$ cat config.mk
export PLATFORM = sky130hd
export DESIGN_NAME = radio_packet_mailbox_controller
export DESIGN_NICKNAME = d
export VERILOG_FILES = /design/src/design/rpmc_pkg.sv /design/src/design/rpmc_core.sv /design/src/design/radio_packet_mailbox_controller.sv
export SDC_FILE = /design/constraint.sdc
export NUM_CORES = 1
export LEC_CHECK = 0
export ABC_AREA = 1
export BUFFER_PORTS_ARGS = -buffer_cell sky130_fd_sc_hd__buf_2
export CORE_MARGIN = 1
export CORE_UTILIZATION = 60
export CTS_CLUSTER_DIAMETER = 40
export CTS_CLUSTER_SIZE = 20
export DETAILED_ROUTE_END_ITERATION = 16
export HOLD_SLACK_MARGIN = 0.12
export PLACE_DENSITY = 0.85
export SLEW_MARGIN = 10
export SYNTH_ARGS = -nofsm -noshare
export SYNTH_HDL_FRONTEND = slang
export SYNTH_SLANG_ARGS = --single-unit
$ cat constraint.sdc
create_clock -name clk -period 3.54 [get_ports clk]
set_clock_uncertainty 0.1 [all_clocks]
set_input_delay 0 -clock clk [delete_from_list [all_inputs] [get_ports clk]]
set_output_delay 0 -clock clk [all_outputs]
set_load 0.02 [all_outputs]
$ cat src/design/rpmc_pkg.sv
`default_nettype none

package rpmc_pkg;

    // Ring depth; a ring holds at most SLOTS-1 slots.
    localparam int SLOTS = 8;
    localparam int IDX_W = $clog2(SLOTS);

    typedef logic [IDX_W-1:0] idx_t;

    typedef enum logic [2:0] {
        CMD_TX_ALLOC    = 3'd0,
        CMD_TX_FINALIZE = 3'd1,
        CMD_RX_TAKE     = 3'd2,
        CMD_RADIO_EVENT = 3'd3,
        CMD_TICK        = 3'd4,
        CMD_RX_START    = 3'd5
    } cmd_t;

    typedef enum logic [1:0] {
        MODE_NONE = 2'd0,
        MODE_TX   = 2'd1,
        MODE_RX   = 2'd2
    } mode_t;

    typedef enum logic [1:0] {
        ST_ALLOC   = 2'd0,
        ST_DONE    = 2'd1,
        ST_SENDING = 2'd2
    } slot_state_t;

    typedef struct packed {
        logic [2:0] command;
        logic [2:0] slot;
        logic       event_ready;
        logic       event_end;
        logic       event_disabled;
        logic [6:0] rssi_sample;
    } item_t;

    typedef struct packed {
        logic       ok;
        logic       is_tx_slot;
        logic [2:0] slot_index;
        logic [6:0] packet_rssi;
        mode_t      radio_mode;
        logic       task_tx_enable;
        logic       task_rx_enable;
        logic       task_start;
        logic       task_disable;
        logic       task_rssi_stop;
        logic       short_rssi_start;
    } result_t;

    function automatic idx_t idx_inc(input idx_t i);
        return (i == idx_t'(SLOTS - 1)) ? '0 : idx_t'(i + 1'b1);
    endfunction

    function automatic idx_t idx_dec(input idx_t i);
        return (i == '0) ? idx_t'(SLOTS - 1) : idx_t'(i - 1'b1);
    endfunction

endpackage

`default_nettype wire

$ cat src/design/rpmc_core.sv
`default_nettype none

// Ring state, slot stores and mode; one word processed per commit.
module rpmc_core
    import rpmc_pkg::*;
(
    input  wire logic    clk,
    input  wire logic    rst_n,
    input  wire logic    commit,
    input  wire item_t   item,
    output result_t      result
);

    idx_t  out_head_reg, out_head_next;
    idx_t  out_tail_reg, out_tail_next;
    idx_t  in_head_reg,  in_head_next;
    idx_t  in_tail_reg,  in_tail_next;
    mode_t mode_reg,     mode_next;
    logic  shortcut_reg, shortcut_next;

    // Slot stores, no reset: ring discipline writes before read.
    slot_state_t out_slot_state_reg [SLOTS];
    logic        in_slot_done_reg   [SLOTS];
    logic [6:0]  in_slot_rssi_reg   [SLOTS];

    logic        st_we;
    idx_t        st_waddr;
    slot_state_t st_wdata;
    logic        done_set_we;
    idx_t        done_set_addr;
    logic        done_clr_we;
    idx_t        done_clr_addr;

    idx_t        tx_front;
    idx_t        rx_tail_nt;
    logic        tx_pend_now;

    always_comb
    begin
        out_head_next = out_head_reg;
        out_tail_next = out_tail_reg;
        in_head_next  = in_head_reg;
        in_tail_next  = in_tail_reg;
        mode_next     = mode_reg;
        shortcut_next = shortcut_reg;
        st_we         = 1'b0;
        st_waddr      = out_tail_reg;
        st_wdata      = ST_ALLOC;
        done_set_we   = 1'b0;
        done_set_addr = idx_dec(in_tail_reg);
        done_clr_we   = 1'b0;
        done_clr_addr = in_tail_reg;
        tx_front      = out_head_reg;
        rx_tail_nt    = idx_inc(in_tail_reg);
        tx_pend_now   = (out_head_reg != out_tail_reg)
                        && (out_slot_state_reg[out_head_reg] == ST_DONE);
        result        = '0;

        case (item.command)
            CMD_TX_ALLOC:
            begin
                if (idx_inc(out_tail_reg) != out_head_reg)
                begin
                    st_we             = 1'b1;
                    result.ok         = 1'b1;
                    result.is_tx_slot = 1'b1;
                    result.slot_index = 3'(out_tail_reg);
                    out_tail_next     = idx_inc(out_tail_reg);
                end
            end
            CMD_TX_FINALIZE:
            begin
                if (32'(item.slot) < SLOTS)
                begin
                    st_we             = 1'b1;
                    st_waddr          = item.slot[IDX_W-1:0];
                    st_wdata          = ST_DONE;
                    result.ok         = 1'b1;
                    result.is_tx_slot = 1'b1;
                    result.slot_index = item.slot;
                end
            end
            CMD_RX_TAKE:
            begin
                if (in_head_reg != in_tail_reg && in_slot_done_reg[in_head_reg])
                begin
                    result.ok          = 1'b1;
                    result.slot_index  = 3'(in_head_reg);
                    result.packet_rssi = in_slot_rssi_reg[in_head_reg];
                    in_head_next       = idx_inc(in_head_reg);
                end
            end
            CMD_RADIO_EVENT:
            begin
                if (mode_reg == MODE_TX)
                begin
                    if (item.event_disabled)
                        result.task_tx_enable = 1'b1;
                    else if (item.event_end)
                    begin
                        // pop the sent front unless it is only allocated
                        if (out_head_reg != out_tail_reg
                            && out_slot_state_reg[out_head_reg] != ST_ALLOC)
                            tx_front = idx_inc(out_head_reg);
                    end
                    else if (item.event_ready)
                        shortcut_next = 1'b0;
                    out_head_next = tx_front;
                    if (item.event_end || item.event_ready)
                    begin
                        if (tx_front != out_tail_reg
                            && out_slot_state_reg[tx_front] == ST_DONE)
                        begin
                            st_we             = 1'b1;
                            st_waddr          = tx_front;
                            st_wdata          = ST_SENDING;
                            result.ok         = 1'b1;
                            result.is_tx_slot = 1'b1;
                            result.slot_index = 3'(tx_front);
                            result.task_start = 1'b1;
                        end
                        else
                        begin
                            mode_next           = MODE_RX;
                            result.task_disable = 1'b1;
                        end
                    end
                end
                else if (mode_reg == MODE_RX)
                begin
                    if (item.event_end)
                    begin
                        result.task_rssi_stop = 1'b1;
                        // close the packet just received, if any
                        done_set_we = (in_head_reg != in_tail_reg);
                        done_clr_we = 1'b1;
                        if (rx_tail_nt == in_head_reg)
                            in_head_next = idx_inc(in_head_reg);
                        in_tail_next      = rx_tail_nt;
                        result.slot_index = 3'(in_tail_reg);
                        result.ok         = 1'b1;
                        result.task_start = 1'b1;
                    end
                    else if (item.event_ready)
                    begin
                        shortcut_next     = 1'b1;
                        result.task_start = 1'b1;
                    end
                    else if (item.event_disabled)
                        result.task_rx_enable = 1'b1;
                end
            end
            CMD_TICK:
            begin
                if (tx_pend_now)
                begin
                    if (mode_reg == MODE_RX)
                    begin
                        mode_next           = MODE_TX;
                        result.task_disable = 1'b1;
                    end
                    else if (mode_reg == MODE_NONE)
                    begin
                        mode_next             = MODE_TX;
                        result.task_tx_enable = 1'b1;
                    end
                end
            end
            CMD_RX_START:
            begin
                shortcut_next = 1'b0;
                done_clr_we   = 1'b1;
                if (rx_tail_nt == in_head_reg)
                    in_head_next = idx_inc(in_head_reg);
                in_tail_next          = rx_tail_nt;
                result.slot_index     = 3'(in_tail_reg);
                result.ok             = 1'b1;
                mode_next             = MODE_RX;
                result.task_rx_enable = 1'b1;
            end
            default:
            begin
            end
        endcase

        result.radio_mode       = mode_next;
        result.short_rssi_start = shortcut_next;
    end

    always_ff @(posedge clk or negedge rst_n)
    begin
        if (!rst_n)
        begin
            out_head_reg <= '0;
            out_tail_reg <= '0;
            in_head_reg  <= '0;
            in_tail_reg  <= '0;
            mode_reg     <= MODE_NONE;
            shortcut_reg <= 1'b0;
        end
        else if (commit)
        begin
            out_head_reg <= out_head_next;
            out_tail_reg <= out_tail_next;
            in_head_reg  <= in_head_next;
            in_tail_reg  <= in_tail_next;
            mode_reg     <= mode_next;
            shortcut_reg <= shortcut_next;
        end
    end

    always_ff @(posedge clk)
    begin
        if (commit)
        begin
            if (st_we)
                out_slot_state_reg[st_waddr] <= st_wdata;
            if (done_set_we)
            begin
                in_slot_done_reg[done_set_addr] <= 1'b1;
                in_slot_rssi_reg[done_set_addr] <= item.rssi_sample;
            end
            if (done_clr_we)
                in_slot_done_reg[done_clr_addr] <= 1'b0;
        end
    end

endmodule

`default_nettype wire

$ cat src/design/radio_packet_mailbox_controller.sv
// Radio packet mailbox controller. Keeps a transmit ring and a receive ring of
// rpmc_pkg::SLOTS slots each (at most SLOTS-1 in use per ring) plus the radio
// mode, and turns host commands (allocate, finalize, take, start receive),
// radio events and interval ticks into one result word per command word: a
// slot grant or packet pointer, the stored RSSI of a taken packet, the mode
// after the command, the task strobes and the RSSI shortcut setting.
// Throughput is one command word per clock cycle while the result side is not
// stalled: the whole update of pointers, slot flags and mode is combinational
// logic between the input register and the result register. Both channels are
// valid/ready; the input side keeps accepting while a result waits, as long
// as the input register is empty or can move into the result register. Slot
// flags are not cleared at reset; they are always written before the ring
// logic reads them.
`default_nettype none

module radio_packet_mailbox_controller
    import rpmc_pkg::*;
(
    input  wire logic       clk,
    input  wire logic       rst_n,

    input  wire logic       in_valid,
    output logic            in_ready,
    input  wire logic [2:0] command,
    input  wire logic [2:0] slot,
    input  wire logic       event_ready,
    input  wire logic       event_end,
    input  wire logic       event_disabled,
    input  wire logic [6:0] rssi_sample,

    output logic            out_valid,
    input  wire logic       out_ready,
    output logic            ok,
    output logic            is_tx_slot,
    output logic [2:0]      slot_index,
    output logic [6:0]      packet_rssi,
    output logic [1:0]      radio_mode,
    output logic            task_tx_enable,
    output logic            task_rx_enable,
    output logic            task_start,
    output logic            task_disable,
    output logic            task_rssi_stop,
    output logic            short_rssi_start
);

    // Input register: holds one command word until it can be processed.
    logic    in_full_reg;
    item_t   in_item_reg;

    // Result register: holds one result word until the consumer takes it.
    logic    res_full_reg;
    result_t res_reg;

    result_t core_result;
    logic    advance;

    // The held word is processed (state committed) as it moves to the result
    // register, which happens whenever that register is empty or draining.
    assign advance  = in_full_reg && (!res_full_reg || out_ready);
    assign in_ready = !in_full_reg || advance;

    rpmc_core u_core (
        .clk    (clk),
        .rst_n  (rst_n),
        .commit (advance),
        .item   (in_item_reg),
        .result (core_result)
    );

    always_ff @(posedge clk or negedge rst_n)
    begin
        if (!rst_n)
        begin
            in_full_reg  <= 1'b0;
            res_full_reg <= 1'b0;
        end
        else
        begin
            if (in_valid && in_ready)
                in_full_reg <= 1'b1;
            else if (advance)
                in_full_reg <= 1'b0;

            if (advance)
                res_full_reg <= 1'b1;
            else if (out_ready)
                res_full_reg <= 1'b0;
        end
    end

    // Payload registers, no reset.
    always_ff @(posedge clk)
    begin
        if (in_valid && in_ready)
        begin
            in_item_reg.command        <= command;
            in_item_reg.slot           <= slot;
            in_item_reg.event_ready    <= event_ready;
            in_item_reg.event_end      <= event_end;
            in_item_reg.event_disabled <= event_disabled;
            in_item_reg.rssi_sample    <= rssi_sample;
        end
        if (advance)
            res_reg <= core_result;
    end

    assign out_valid        = res_full_reg;
    assign ok               = res_reg.ok;
    assign is_tx_slot       = res_reg.is_tx_slot;
    assign slot_index       = res_reg.slot_index;
    assign packet_rssi      = res_reg.packet_rssi;
    assign radio_mode       = res_reg.radio_mode;
    assign task_tx_enable   = res_reg.task_tx_enable;
    assign task_rx_enable   = res_reg.task_rx_enable;
    assign task_start       = res_reg.task_start;
    assign task_disable     = res_reg.task_disable;
    assign task_rssi_stop   = res_reg.task_rssi_stop;
    assign short_rssi_start = res_reg.short_rssi_start;

endmodule

`default_nettype wire

==> impl_metrics.py, run 1 <==
metrics = {
    "timing": {
        "slew_violations": 0,
        "post-route-period-util_pct": 94.5,
        "setup_viol": 0,
        "fmax_mhz": 299,
        "max-slew-margin-rel_pct": 34.4,
        "fin_setup_tns_ns": 0,
        "post-route-min-period_ns": 3.35,
        "tightest_slew_ns": 0.980,
        "hold_ws_ns": 0.234,
        "grt_setup_unrepaired": "false",
        "hold_viol_final": 0,
    },
    "power": {
        "p_int_mw": 3.62,
        "ir_drop_mv": 0.548,
        "switching_share_pct": 37.1,
        "clockPowerShare_pct": 32.6,
        "seqPwrFrac_pct": 35.9,
        "p_switching_mw": 2.14,
        "p_per_area_mw_per_mm2": 749,
        "leakagePower_nw": 3.13,
        "comb_power_share_pct": 31.5,
    },
    "route": {
        "remaining_drc_errors": 0,
        "drt_iter0_drc": 557,
        "vias": 5257,
        "dr.pass1.iters": 5,
        "viasPerCell": 6.05,
        "postRouteAntennaNets": 0,
        "wirelength_um": 16700,
        "wl_per_cell_um": 19.2,
    },
    "clock_tree": {
        "htree_levels": 4,
        "cts_setup_buffers": 0,
        "clk_pin_slew_ns": 0.06,
        "root_buffer": "clkbuf_8",
        "insertion_delay_ns": 0.53,
        "cts_buffers": 17,
        "clock_path_buffers": 2,
        "clock-sinks": 133,
        "cts_tree": "built",
    },
    "setup_path": {
        "slowest_stage": "nor3_1",
        "critPathMaxStageDelay_ns": 0.66,
        "crit_type": "flip-flop to flip-flop",
        "cp_max_fo": 10,
        "worst_setup_path_start_kind": "flip-flop",
        "cp.arrival_ns": 3.46,
        "cp.required_ns": 3.66,
        "crit_chain": "inv_1 -> nand2_1 -> nor2_1 -> clkinv_1 -> nor3_1 -> nand3_1 -> nand3_1 -> nand3_1 -> nor2_1",
        "cp-end-kind": "flip-flop",
        "crit_path_frequent_cell": "nand3_1",
    },
    "floorplan": {
        "core_area_sq_mm": 0.00995,
        "fp.dieW_um": 104,
        "rows": 36,
        "die_h_um": 104,
        "dieArea_sq_mm": 0.0108,
        "start_util_pct": 62.8,
        "ios": 42,
    },
    "grt": {
        "grt_use_total_pct": 32.2,
        "antenna_found_initial": 0,
        "grt_remaining_overflow": 0,
        "grt_first_pass_wirelength_um": 26400,
        "grt_max_degree": 36,
        "grt_pass1_vias": 5249,
    },
    "logic_synthesis": {
        "syn-num-nets": 654,
        "synth.distinct_cells": 38,
        "syn_inst": 624,
        "ys_seq_area_share_pct": 61.2,
        "yosys.area.top_type": "edfxtp_1",
        "synth_top_area_share_pct": 51.9,
        "synthTopCellsByArea": "edfxtp_1 (52%), dfrtp_1 (6.8%), nand2_1 (6.6%)",
        "netlist_area_sq_mm": 0.00625,
        "synthMuxAreaShare_pct": 0,
        "synthAdderAreaFrac_pct": 2.00,
        "synth_top_family_by_area": "simple AND/OR/NAND/NOR gates",
        "synth.avg_cell_area_sq_um": 10.0,
        "synth-compound-area-share_pct": 9.07,
        "synth_xor_xnor_area_share_pct": 0.961,
        "yosys_warnings": 0,
        "yosys.area_share.simple_pct": 21.4,
        "synth-seq-cells": 133,
    },
    "placement": {
        "dp_hpwl_um": 9920,
        "place_area_sq_mm": 0.00668,
        "gp_congestion": 0.926,
        "io_buffers": 41,
        "dp.cells": 799,
    },
    "min_path": {
        "min_path_type": "input port to flip-flop",
    },
    "run_status": {
        "status": "finished clean",
    },
    "layout": {
        "layout.nets": 753,
        "n_fill_cell": 594,
        "drive_gt1_share_pct": 17.0,
        "syn_to_final_growth_pct": 23.0,
        "stdcell_count": 869,
        "num_antenna_cells": 0,
        "final_area_sq_mm": 0.00769,
        "largest_reg_flops": 56,
    },
    "run": {
        "timing.max_cap.violations": 0,
    },
}
[cell type report]
cell class                      count  area, sq um  area share (%)
Timing Repair Buffer               97          721            9.37
Clock inverter                     15          215            2.80
Multi-Input combinational cell    407         2090            27.2
Tap cell                          133          166            2.16
Sequential cell                   133         3830            49.8
Inverter                           67          256            3.33
Clock buffer                       17          414            5.38
[kinds of logic (layout without fill, tap and decap cells)]
kind of cell	after synthesis	in the layout
AOI/OAI and AO/OA	99	99
buffers and inverters	84	196
and+or+nand+nor	292	292
xor gates and xnor gates	6	6
adders and majority gates	10	10
DFF	133	133
[power groups by stage]
stage                     Sequential, mW  Clock, mW  Combinational [mW]
after floorplan                     2.05          0                1.24
after global placement              2.07          0                1.59
after detailed placement            2.08          0                1.67
after CTS                           2.05       1.88                1.74
after global routing                2.08       1.94                1.96
final                               2.07       1.88                1.81
[metrics by stage]
stage	util [%]	setup WS (ns)	power (mW)
after CTS	77.2	0.291	5.67
after floorplan	-	1.02	3.30
after global placement	67.1	0.499	3.66
final	77.3	0.194	5.76
after detailed placement	67.1	0.355	3.75
after global routing	77.3	0.105	5.98
[synthesized netlist by cell type]
cell type / n
a21oi_1: 21
a21oi_4: 1
a221oi_1: 1
a31oi_1: 3
a32o_1: 1
buf_6: 2
clkbuf_1: 15
clkinv_1: 3
clkinv_4: 1
dfrtp_1: 17
dfxtp_1: 8
edfxtp_1: 108
ha_1: 10
inv_1: 61
inv_2: 2
nand2_1: 110
nand2_2: 10
nand2_4: 6
nand2_8: 1
nand3_1: 40
nand3_2: 9
nand3_4: 1
nand3b_1: 1
nand4_1: 5
nor2_1: 100
nor2_4: 1
nor3_1: 8
o2111ai_1: 2
o211ai_1: 1
o21a_1: 2
o21ai_0: 48
o221ai_1: 2
o22ai_1: 15
o31ai_1: 1
o32ai_1: 1
xnor2_1: 3
xnor2_2: 1
xor2_1: 2
[path summary, 6_finish.rpt]
check / from / endpoint / slack [ns] / depth (start not counted)
worst max-delay path: in_item_reg[15] / u_core.out_slot_state_reg[4][1] / 0.19 / 9
max in group asynchronous: rst_n / u_core.out_head_reg[0] / 2.08 / 3
worst min-delay path: out_ready / out_valid / 0.23 / 5
worst max register to register: in_item_reg[15] / u_core.out_slot_state_reg[4][1] / 0.19 / 9
min in group asynchronous: rst_n / u_core.out_head_reg[2] / 0.60 / 3
worst min register to register: u_core.in_slot_done_reg[0] / u_core.in_slot_done_reg[0] / 0.39 / 2
[per-layer routing]
metal / routed length, um / track usage [%] / vias to the layer above / share of wire, %
li1: - / - / 2326 / -
met1: 5890 / 36.0 / 2424 / 35
met2: 8490 / 55.7 / 404 / 51
met3: 1510 / 6.70 / 103 / 9.0
met4: 823 / 20.8 / 0 / 4.9
met5: 0 / 0 / - / 0
[worst max-delay path: cells and delay by family (launching register included)]
| family | cells | cell delay, ns |
|---|---|---|
| buf+inv | 2 | 0.57 |
| flops | 1 | 0.47 |
| simple gates | 7 | 1.91 |
[placed cells by master, fill, tap and decap left out, types with 2 or more instances in the layout]
cell | synthesis | final
nand2_1 | 110 | 110
edfxtp_1 | 108 | 108
nor2_1 | 100 | 100
inv_1 | 61 | 61
o21ai_0 | 48 | 48
buf_2 | 0 | 41
nand3_1 | 40 | 40
dlygate4sd3_1 | 0 | 38
a21oi_1 | 21 | 21
buf_4 | 0 | 18
clkbuf_16 | 0 | 16
dfrtp_1 | 17 | 16
o22ai_1 | 15 | 15
nand2_2 | 10 | 10
ha_1 | 10 | 10
nand3_2 | 9 | 9
nor3_1 | 8 | 8
dfxtp_1 | 8 | 8
nand2_4 | 6 | 6
nand4_1 | 5 | 5
inv_6 | 0 | 5
bufinv_16 | 0 | 4
clkinv_1 | 3 | 3
xnor2_1 | 3 | 3
a31oi_1 | 3 | 3
inv_2 | 2 | 2
clkinv_4 | 1 | 2
o221ai_1 | 2 | 2
xor2_1 | 2 | 2
o21a_1 | 2 | 2
o2111ai_1 | 2 | 2
inv_8 | 0 | 2
clkinvlp_4 | 0 | 2
[repair_timing]
item                                    4_1_cts  5_1_grt
endpoints found under the setup margin        0        4
hold buffers                                 38        0
gates resized for setup                       0        1
hold endpoints to repair                     40        0
Note: power is estimated with default switching activity, not from simulation.
==> run 2, diff against run 1 <==
Settings changed: ABC_AREA 1 to 0.
==> run 2 against run 1 <==
  * The run now ends with negative setup slack left
  * Fmax is 7.7% lower
  * Critical path depth rose by 3
  * Sequential power down 4%
  * Clock-buffer cell count increased by 1
  * Cell count shrank 15%
  * Die area increased by 0.91%
  * Sequential share of layout area shrank 2.7 points
  * Critical path type unchanged
  * Largest cell class unchanged
==> impl_metrics.py, run 2 <==
metrics = {
    "placement": {
        "dp_hpwl_um": 10200,
        "io_buffers": 41,
        "gp_congestion": 0.914,
        "place_area_sq_mm": 0.00696,
    },
    "setup_path": {
        "crit_type": "flip-flop to flip-flop",
        "critPathMaxStageDelay_ns": 0.51,
        "reg2reg_slack_ns": -0.08,
        "critPathLaunch": "u_core.out_head_reg[0]",
        "cp-end-kind": "flip-flop",
        "cp_max_fo": 5,
        "crit_chain": "mux4_2 -> mux2_4 -> a31oi_4 -> nor3_4 -> or3b_4 -> a211oi_4 -> nor4b_4 -> nand2_2 -> buf_6 -> o311ai_4 -> nor4b_2 -> buf_4",
        "cp.arrival_ns": 3.78,
        "slowest_stage": "mux4_2",
        "cp_top_family": "simple AND/OR/NAND/NOR gates",
        "crit_buf_inv": 2,
        "crit_cells": 12,
        "reg2reg_depth": 12,
        "timing.rr.end": "u_core.out_slot_state_reg[0][1]",
        "critPathCapture": "u_core.out_slot_state_reg[0][1]",
        "worst_setup_path_start_kind": "flip-flop",
        "cp.required_ns": 3.69,
        "r2r_start": "u_core.out_head_reg[0]",
    },
    "logic_synthesis": {
        "yosysMostFrequentCell": "edfxtp_1",
        "ys.flop_type": "edfxtp_1",
        "syn_inst": 462,
        "netlist_area_sq_mm": 0.00631,
        "synth.avg_cell_area_sq_um": 13.7,
        "syn-num-nets": 492,
        "yosys_warnings": 0,
        "synthTopCellsByArea": "edfxtp_1 (51%), dfrtp_1 (6.7%), mux4_2 (6.4%)",
        "synth-seq-cells": 133,
        "synth_edf_count": 108,
        "synth.distinct_cells": 77,
        "synthTopCellsByCount": "edfxtp_1 (108), nor2_1 (47), nand2_1 (26)",
        "yosys.area.top_type": "edfxtp_1",
        "async_flop_share_pct": 12.8,
        "synth_top_area_share_pct": 51.4,
        "ys_seq_area_share_pct": 60.7,
    },
    "layout": {
        "largest_reg_flops": 56,
        "layout_commonest_cell": "edfxtp_1",
        "mostFrequentLayoutCells": "edfxtp_1 (108), buf_4 (49), nor2_1 (44)",
        "layout.nets": 623,
        "final_area_sq_mm": 0.00813,
        "num_antenna_cells": 0,
        "drive_gt1_share_pct": 32.0,
        "syn_to_final_growth_pct": 28.8,
    },
    "timing": {
        "tightest_slew_ns": 1.02,
        "hold_ws_ns": 0.233,
        "setup_ws_ns": -0.0848,
        "hold_viol_final": 0,
        "slew_violations": 0,
        "post-route-period-util_pct": 102,
        "setup_viol": 8,
        "fin_setup_tns_ns": -0.333,
        "max-slew-margin-rel_pct": 32.2,
        "fmax_mhz": 276,
        "post-route-min-period_ns": 3.62,
        "grt_setup_unrepaired": "true",
    },
    "clock_tree": {
        "root_buffer": "clkbuf_8",
        "cts_tree": "built",
        "clock_path_buffers": 2,
        "insertion_delay_ns": 0.55,
        "clock-sinks": 133,
        "cts_buffers": 17,
        "htree_levels": 4,
        "clk_pin_slew_ns": 0.06,
    },
    "power": {
        "leakagePower_nw": 3.10,
        "p_switching_mw": 1.80,
        "clockPowerShare_pct": 32.6,
        "comb_power_share_pct": 30.7,
        "seqPwrFrac_pct": 36.7,
        "ir_drop_mv": 0.550,
        "p_per_area_mw_per_mm2": 665,
        "p_total_mw": 5.40,
        "switching_share_pct": 33.4,
        "p_int_mw": 3.60,
    },
    "route": {
        "viasPerCell": 6.48,
        "wirelength_um": 17600,
        "remaining_drc_errors": 0,
        "postRouteAntennaNets": 0,
        "vias": 4808,
        "wl_per_cell_um": 23.7,
        "dr.pass1.iters": 5,
        "drt_iter0_drc": 471,
    },
    "floorplan": {
        "dieArea_sq_mm": 0.0109,
        "start_util_pct": 61.4,
        "die_h_um": 105,
        "ios": 42,
        "fp.dieW_um": 105,
        "rows": 37,
        "core_area_sq_mm": 0.0103,
    },
    "grt": {
        "grt_first_pass_wirelength_um": 26800,
        "grt_pass1_vias": 5001,
        "grt_use_total_pct": 33.6,
        "antenna_found_initial": 0,
        "grt_remaining_overflow": 0,
        "grt_max_degree": 27,
    },
    "run_status": {
        "violations": "negative setup slack",
        "status": "complete, but fails checks",
    },
    "min_path": {
        "holdPathStages": 4,
        "min_path_type": "input port to flip-flop",
    },
    "run": {
        "timing.max_cap.violations": 0,
    },
}
## run 2: cell types whose count changed after synthesis, sizes merged, moves of 15 or more
cell / change
nand2: -100
o21ai: -34
mux2i: +15
nand3: -41
inv: -45
nor2: -53
mux4: +18
## run 2: cells by family after synthesis
| group | share of synthesized area [%] |
|---|---|
| compound gates | 10.2 |
| xor+xnor | 1.67 |
| fa+ha+maj | 1.98 |
| buf+inv | 2.48 |
| flops | 60.7 |
| mux | 11.0 |
| simple gates | 12.0 |
## run 2: area by class of cell
type | instances | area [sq um]
Clock buffer | 18 | 418
Clock inverter | 14 | 168
Fill cell | 542 | 2150
Inverter | 19 | 71.3
Multi-Input combinational cell | 291 | 2480
Sequential cell | 133 | 3830
Tap cell | 136 | 170
Timing Repair Buffer | 131 | 987
## run 2: how the worst min path moves through the flow
stage | startpoint | end | slack [ns]
floorplan | rst_n | in_full_reg | -0.40
global placement | rst_n | u_core.shortcut_reg | -0.12
detailed placement | rst_n | u_core.shortcut_reg | -0.12
CTS | out_ready | out_valid | 0.20
global route | out_ready | out_valid | 0.23
finish | out_ready | out_valid | 0.23
## run 2: worst register-to-register path, delay by kind of cell, from the launching register on
family	cells	cell delay, ns
muxes	2	0.82
and+or+nand+nor	5	1.01
buffers and inverters	2	0.28
AOI/OAI and AO/OA	3	0.71
DFF	1	0.42
## run 2: per-layer routing
layer | wire [um] | share of wire (%) | vias to the layer above | GRT usage (%)
met5 | 0 | 0 | - | 0
met4 | 1010 | 5.8 | 0 | 20.2
met3 | 1370 | 7.8 | 90 | 8.30
met2 | 8960 | 51 | 318 | 58.1
met1 | 6220 | 35 | 2354 | 37.4
li1 | - | - | 2046 | -
## run 2: metrics by stage
stage | instances | util [%] | setup slack, ns
2_1_floorplan | 462 | - | 0.00471
3_3_place_gp | 667 | 67.7 | 0.0213
3_5_place_dp | 667 | 67.7 | -0.0558
4_1_cts | 737 | 77.5 | 0.00978
5_1_grt | 742 | 79.1 | -0.248
6_report | 742 | 79.1 | -0.0848
## run 2: power groups by stage
| stage | Clock, mW | Combinational, mW | Sequential, mW |
|---|---|---|---|
| after floorplan | 0 | 1.10 | 1.93 |
| after global placement | 0 | 1.41 | 1.99 |
| after detailed placement | 0 | 1.46 | 2.00 |
| after CTS | 1.76 | 1.53 | 1.97 |
| after global routing | 1.84 | 1.77 | 2.00 |
| final | 1.76 | 1.66 | 1.99 |
## run 2: timing repair
item / 4_1_cts / 5_1_grt
endpoints found under the hold margin: 36 / 0
pin swaps: 1 / 19
setup buffers: 0 / 5
hold buffers: 38 / 0
setup endpoints to repair: 12 / 20
gates resized for setup: 7 / 27
cloned: 0 / 0
